==> config.mk <==
export PLATFORM = sky130hd
export DESIGN_NAME = wpmc_row
export DESIGN_NICKNAME = d
export VERILOG_FILES = /design/src/wpmc_pkg.sv /design/src/wpmc_row.sv
export SDC_FILE = /design/constraint.sdc
export NUM_CORES = 1
export LEC_CHECK = 0
export BUFFER_PORTS_ARGS = -buffer_cell sky130_fd_sc_hd__buf_4
export CAP_MARGIN = 10
export CELL_PAD_IN_SITES_DETAIL_PLACEMENT = 0
export CELL_PAD_IN_SITES_GLOBAL_PLACEMENT = 1
export CORE_MARGIN = 4
export CORE_UTILIZATION = 38
export DETAILED_ROUTE_END_ITERATION = 10
export GPL_TIMING_DRIVEN = 0
export PLACE_DENSITY = 0.69
export SETUP_SLACK_MARGIN = 0.2
export SYNTH_ARGS = -nofsm -noshare
export SYNTH_HDL_FRONTEND = slang
export SYNTH_SLANG_ARGS = --single-unit
==> constraint.sdc <==
create_clock -name vclk -period 15.4
set_input_delay 0 -clock vclk [all_inputs]
set_output_delay 0 -clock vclk [all_outputs]
set_load 0.02 [all_outputs]
==> src/wpmc_pkg.sv <==
`timescale 1ns / 1ps

package wpmc_pkg;

    // window geometry
    localparam int SIDE           = 7;
    localparam int PIX_W          = 8;
    localparam int ROW_W          = SIDE * PIX_W;
    localparam int WINDOW_DEFAULT = 7;

    // arithmetic widths, sized for the largest domain
    localparam int COEF_W   = 16;
    localparam int WSUM_W   = 24;
    localparam int ROWSUM_W = 11;
    localparam int SUM_W    = 14;
    localparam int N_W      = 6;
    localparam int CMP1_W   = 31;
    localparam int CMP2_W   = 16;
    localparam int FRAC_W   = 16;

    // configuration register indexes
    localparam int          CFG_ADDR_W         = 1;
    localparam int          CFG_DATA_W         = 8;
    localparam logic [0:0]  REG_DIFF_THRESHOLD = 1'b0;
    localparam logic [0:0]  REG_MAX_OFFSET     = 1'b1;

    localparam logic [7:0] DIFF_THRESHOLD_RESET = 8'd1;
    localparam logic [7:0] MAX_OFFSET_RESET     = 8'd40;

    // output codes
    localparam logic [7:0] MASK_PEAK = 8'd0;
    localparam logic [7:0] MASK_KEEP = 8'd255;

    // gaussian coefficients, unsigned q0.16, symmetric
    localparam logic [COEF_W-1:0] GAUSS_Q16 [SIDE][SIDE] = '{
        '{16'd55,  16'd197,  16'd424,  16'd547,  16'd424,  16'd197,  16'd55},
        '{16'd197, 16'd706,  16'd1518, 16'd1960, 16'd1518, 16'd706,  16'd197},
        '{16'd424, 16'd1518, 16'd3264, 16'd4213, 16'd3264, 16'd1518, 16'd424},
        '{16'd547, 16'd1960, 16'd4213, 16'd5437, 16'd4213, 16'd1960, 16'd547},
        '{16'd424, 16'd1518, 16'd3264, 16'd4213, 16'd3264, 16'd1518, 16'd424},
        '{16'd197, 16'd706,  16'd1518, 16'd1960, 16'd1518, 16'd706,  16'd197},
        '{16'd55,  16'd197,  16'd424,  16'd547,  16'd424,  16'd197,  16'd55}
    };

    // per-row partial results
    typedef struct packed {
        logic [WSUM_W-1:0]   wsum;
        logic [ROWSUM_W-1:0] sum;
        logic [PIX_W-1:0]    max;
    } row_res_t;

endpackage

==> src/wpmc_row.sv <==
`timescale 1ns / 1ps

module wpmc_row #(
    parameter int ROW    = 0,
    parameter int WINDOW = wpmc_pkg::WINDOW_DEFAULT
) (
    input  logic [wpmc_pkg::ROW_W-1:0] row,
    output wpmc_pkg::row_res_t         res
);
    import wpmc_pkg::*;

    localparam int OFF    = (SIDE - WINDOW) / 2;
    localparam bit ROW_IN = (ROW >= OFF) && (ROW < OFF + WINDOW);

    // weighted row sum plus pixel sum and max over the domain columns
    always_comb
    begin
        logic [PIX_W-1:0] p;
        res = '0;
        for (int c = 0; c < SIDE; c++)
        begin
            p = row[c*PIX_W +: PIX_W];
            res.wsum = res.wsum + WSUM_W'(p) * WSUM_W'(GAUSS_Q16[ROW][c]);
            if (ROW_IN && (c >= OFF) && (c < OFF + WINDOW))
            begin
                res.sum = res.sum + ROWSUM_W'(p);
                if (p > res.max)
                begin
                    res.max = p;
                end
            end
        end
    end

endmodule

# After elaboration in Yosys (flattened, before gate mapping)
# Cells that the tools add are included.
[classes] add_sub_neg=12 n_mul=7 div=0 order_cmp=7 n_eq_ne=0 shifts=0 mux=7 bitwise=0 reduce_logical=0
[ops] operator="$mul 8x6->14 const B" n=4
[ops] operator="$mux 8" n=7
[ops] operator="$gt 8x8->1" n=6
[ops] operator="$add 11x8->11" n=3
[ops] operator="$mul 8x8->16 const B" n=2
[ops] operator="$add 21x14->22" n=1
[ops] operator="$add 20x16->21" n=1
[ops] operator="$add 19x17->20" n=1
[ops] operator="$add 18x18->19" n=1
[ops] operator="$add 17x17->18" n=1
[ops] operator="$mul 8x10->18 const B" n=1
[ops] operator="$add 14x16->17" n=1
[ops] operator="$add 10x8->11" n=1
[ops] operator="$add 9x8->10" n=1
[ops] operator="$add 8x8->9" n=1
[ops] operator="$gt 8x1->1 const B" n=1
[totals] register_bits=0 latchBits=0 mem_bits_rw=0 romBits=0 inputBits=56 wordCells=33 mem_count=0

# Logic depth before layout (Yosys ltp)
# Gate-level depths: netlist of run 1.
[logic_depth] depth_word=14 depth_mapped=68 depth_no_buf=62

# Worst setup path after synthesis of run 1
# OpenSTA, ideal clock, no wires.
[synth_path] path_type="input to output" startpoint="input row[4] in the netlist's numbering" endpoint="output res[2] in the netlist's numbering" arrival_time_ns=10.933 required_time_ns=15.400 path_slack_ns=4.467 cell_stages=65 cell_sequence="inv_1 ha_1 nand4_1 clkbuf_1 nand2_1 ha_1 nor2b_1 o211ai_1 a21oi_1 o21ai_0 clkbuf_1 nand3_1 o21ai_0 inv_1 ha_1 and2_1 a211oi_1 a21o_1 [29 not listed] a21oi_1 o21ai_0 a21oi_1 a21o_1 o31ai_1 or3b_1 buf_6 buf_6 mux2_2 ha_1 o21ai_0 nand2b_1 a21oi_1 o21ai_0 o21a_1 buf_1 nor2_2 a21oi_1"
[synth_rtl] element="start: declaration" line_no="wpmc_row.sv:7" text="input logic [wpmc_pkg::ROW_W-1:0] row,"
[synth_rtl] element="end: declaration" line_no="wpmc_row.sv:8" text="output wpmc_pkg::row_res_t res"

==> metrics.txt, run 1 <==
sum of negative setup slack=0 ns; Worst EP arrival=approximately 13 ns; Initial Util=between 30 and 40%; Worst path slowest cell=mux2i_1; post-synthesis area per instance=roughly 9.6 µm²; CTS Hold Bufs=0; global-route wire length before repair=48.3 mm; worst setup path class=input pin to output pin; clock period minus worst slack=about 13 ns; Yosys top cell by area=fa_1; final worst hold slack=0.435 ns; Max FO, Critical Path=10; GR Overflow Total=0; Die Wd=185 µm; Max transition margin=43.5%; Antenna Cells=0; CP Launch Type=input pin; Die Y=185 µm; RSZ-0062 raised after global routing=false; max-cap violations=0; core area=30800 µm²; yosys warns=0; fin. max-slew vios=0; DRC=0; Iteration-0 DRC Markers=320; I/O pin cnt=99; clk_buf instances=0; nets@finish=1926; Final Cycle Share=87.0%; status=finished, final reports clean; worst stage delay on the critical path=0.51 ns; initial antenna violation count=0; Port Buffer Count=96; CP required=15.40 ns; CP endpoint kind=output pin; Yosys cell types=63; Seq/Total Area, Yosys=0%; placed cells=1747; Synth-to-Final Area Change=10.2%; mean number of vias per cell=between 4 and 5; Hold Crit Class=input pin to output pin; Top cell by count, worst path=ha_1; FP Rows=64; post-DR wirelength/cell=17.3 µm; vias in the first global route=8851; Max Clk Rate=74.6 MHz; Via Count=about 8500; DRT Wirelength=30.3 mm; Initial DRT Pass Iterations=5; number of non-filler instances in the completed layout=1747; Final Hold Viols=0; die area=34400 µm²; Worst Tran Pin Value=0.839 ns; synthesized instance count=1253; FF+latch area=0 µm²; FFs & Latches=0; layout cells sized above 1=9.99%; Synth top area share=37.3%; Final setup viols=0; Post-Syn Area=between 10000 and 15000 µm²; largest cells by area after synthesis=fa_1 (37%), ha_1 (31%), inv_1 (12%); ANT nets after route=0; routability cong.=about 0.88; setup bufs post-CTS=0; GRT Util Overall=a little under a fifth; largest net degree at the start of global routing=12; Resized cells post-CTS=0; Post-DP HPWL=approximately 27 mm
==> cells by family (layout without fill, tap and decap cells) <==
kind of cell	count (synthesis)	after routing	synth area share (%)
muxes	20	20	1.79
xor gates and xnor gates	40	40	2.93
AOI/OAI and AO/OA	167	167	9.32
other	1	3	0.0313
buffers and inverters	388	484	12.4
adders and majority gates	519	519	68.2
and+or+nand+nor	118	118	5.35
==> worst max-delay path: cells and delay by family <==
kind            cells  cell delay [ns]
fa+ha+maj           7             1.85
compound gates     23             4.20
simple gates       18             2.89
buf+inv            14             3.05
mux                 4             1.39
==> path summary, 6_finish.rpt <==
check | endpoint | start | cells past startpoint | slack (ns)
worst max-delay path | res[5] | row[4] | 66 | 2.00
worst min-delay path | res[1] | row[49] | 4 | 0.43
==> stage by stage <==
step	instance area, µm²	worst slack, ns	utilization, %
6_report	13200	2.00	42.8
3_5_place_dp	13200	2.19	42.8
4_1_cts	13200	2.14	42.8
5_1_grt	13200	0.742	42.8
3_3_place_gp	13200	2.26	42.8
2_1_floorplan	12000	4.47	-
==> cell type report <==
class                      instances  area [µm²]
tap                              396         495
fill                            3078       17600
buffer                            12        72.6
timing repair buffer              96         721
inverter                         376        1410
multi-input combinational        867       10500
==> cell usage after synthesis, drive strengths merged, types with 2 or more instances <==
cell type  number
o21a            6
nand2b          3
nor4            4
inv           376
buf             7
mux2           11
a221o           6
nor3           10
maj3            2
a21oi          59
o21bai         21
and2            5
a31oi           4
clkbuf          5
ha            294
o31ai           3
fa            223
and3            8
nor2b           7
a211oi          4
mux2i           9
a21o           19
xnor2          31
or2             5
nand4           9
o21ai          32
nand3          10
o211ai          4
nor2           20
xor2            9
nand2          29
and4            2
o22ai           2
==> cell usage in the layout (no fill, tap or decap), types with 3 or more instances in the layout <==
| cell type | count |
|---|---|
| nor2_1 | 19 |
| a21o_1 | 18 |
| a221o_1 | 6 |
| or2_2 | 4 |
| fa_1 | 223 |
| nand2_1 | 28 |
| nor4_1 | 3 |
| inv_1 | 376 |
| o21ai_0 | 26 |
| conb_1 | 3 |
| nor2b_1 | 7 |
| xor2_1 | 9 |
| a31oi_1 | 4 |
| xnor2_1 | 31 |
| nand4_1 | 9 |
| o211ai_1 | 3 |
| o21bai_1 | 21 |
| nand2b_1 | 3 |
| buf_4 | 99 |
| a21oi_1 | 57 |
| a211oi_1 | 4 |
| o21a_1 | 4 |
| o21ai_1 | 4 |
| ha_1 | 294 |
| clkbuf_1 | 5 |
| mux2_2 | 11 |
| nor3_1 | 8 |
| and2_1 | 5 |
| nand3_1 | 10 |
| mux2i_1 | 9 |
| and3_1 | 8 |
==> metal layers <==
layer  global-route usage, %  up-vias  wire length, µm
li1                        -     4163                -
met1                    27.1     4133            14600
met2                    29.9      163            13800
met3                    1.31       23             1320
met4                    2.55        0              544
met5                       0        -                0
Power of run 1 is not shown: default switching activity piles up to over one toggle a cycle in this logic, so the estimate is an artifact.
==> run 2, diff against run 1 <==
==> config.mk (replaced) <==
export PLATFORM = sky130hd
export DESIGN_NAME = wpmc_row
export DESIGN_NICKNAME = d
export VERILOG_FILES = /design/src/wpmc_pkg.sv /design/src/wpmc_row.sv
export SDC_FILE = /design/constraint.sdc
export NUM_CORES = 1
export LEC_CHECK = 0
export CAP_MARGIN = 10
export CELL_PAD_IN_SITES_DETAIL_PLACEMENT = 0
export CELL_PAD_IN_SITES_GLOBAL_PLACEMENT = 1
export CORE_MARGIN = 4
export CORE_UTILIZATION = 54
export DETAILED_ROUTE_END_ITERATION = 10
export DONT_BUFFER_PORTS = 1
export PLACE_DENSITY = 0.88
export SETUP_SLACK_MARGIN = 0.2
export SYNTH_ARGS = -nofsm -noshare
export SYNTH_HDL_FRONTEND = slang
export SYNTH_SLANG_ARGS = --single-unit
==> metrics.txt, run 2 (synthesis results as in run 1) <==
largest net degree at the start of global routing=17 (+5); Die Y=157 µm (-15%); Top delay family on crit path=compound AO/OA/AOI/OAI gates; Initial Util=54.9% (+16 points); CP Launch Type=input pin; DRC=0 (unchanged); RSZ-0062 raised after global routing=false; worst setup path class=input pin to output pin; ANT nets after route=0 (unchanged); status=finished, final reports clean; setup bufs post-CTS=0 (unchanged); nets@finish=1819 (-5.6%); clock period minus worst slack=12.30 ns (-1.09 ns); Post-DP HPWL=26.1 mm (-4.4%); Via Count=8325 (-1.9%); post-DR wirelength/cell=19.1 µm (+10%); placed cells=1524 (-13%); vias in the first global route=8917 (+0.75%); most frequent cells in the layout=inv_1 (376), ha_1 (294), fa_1 (223); CTS Hold Bufs=0 (unchanged); fin. max-slew vios=0 (unchanged); max-cap violations=0 (unchanged); dpl cell area=12300 µm² (-7.1%); Final setup viols=0 (unchanged); Synth-to-Final Area Change=2.45%; I/O pin cnt=99 (unchanged); routability cong.=0.955 (+8.1%); sum of negative setup slack=0 ns (unchanged); initial antenna violation count=0 (unchanged); GR Overflow Total=0 (unchanged); final worst hold slack=0.190 ns (-0.245 ns); CP endpoint kind=output pin; FFs & Latches=0 (unchanged); Iteration-0 DRC Markers=496 (+55%); clk_buf instances=0 (unchanged); CP required=15.40 ns (about the same); Die Wd=157 µm (-15%); GRT Util Overall=24.7% (+6.5 points); Antenna Cells=0 (unchanged); commonest non-fill, non-tap cell in the layout=inv_1; DRT Wirelength=29.1 mm (-3.9%); Initial DRT Pass Iterations=5 (unchanged); Design Area, Final=12300 µm² (-7.1%); layout cells sized above 1=2.73% (-7.3 points); Max Clk Rate=81.3 MHz (+8.9%); die area=24600 µm² (-28%); FF+latch area=0 µm² (unchanged); Hold Crit Class=input pin to output pin; Resized cells post-CTS=0 (unchanged); Max FO, Critical Path=16 (+6); Final Cycle Share=79.9% (-7.1 points); Final Hold Viols=0 (unchanged); global-route wire length before repair=47.3 mm (-2.0%); WP buf/inv=6 (-8); Max transition margin=55.4% (+12 points); Worst EP arrival=12.30 ns (-1.10 ns); number of non-filler instances in the completed layout=1524 (-13%); core area=21800 µm² (-29%); worst stage delay on the critical path=0.66 ns (+0.15 ns); Port Buffer Count=0 (-100%); Worst Tran Pin Value=0.662 ns (-0.177 ns); Worst path slowest cell=or3b_1; mean number of vias per cell=5.46 (+13%); FP Rows=54 (-16%)
[run 2: per-stage QoR]
stage	setup slack, ns	util (%)
2_1_floorplan	4.47	-
3_3_place_gp	3.71	56.2
3_5_place_dp	3.37	56.2
4_1_cts	3.33	56.2
5_1_grt	2.04	56.2
6_report	3.10	56.2
[run 2: final cells by class]
class	count	area, µm²
inverter	376	1410
timing repair buffer	1	7.51
fill	1950	9560
multi-input combinational	867	10500
tap	280	350
[run 2: final timing paths]
path  endpoint  slack, ns  cells past startpoint    start
max     res[2]       3.10                     58   row[5]
min     res[1]       0.19                      2  row[49]
[run 2: layer usage]
layer,vias to the layer above,GRT usage (%),wire length (µm)
met1,4106,33.9,12500
li1,3941,-,-
met3,43,4.12,2000
met5,-,0,0
met4,0,4.92,677
met2,235,41.5,13900
Power of run 2 is left out for the same reason.
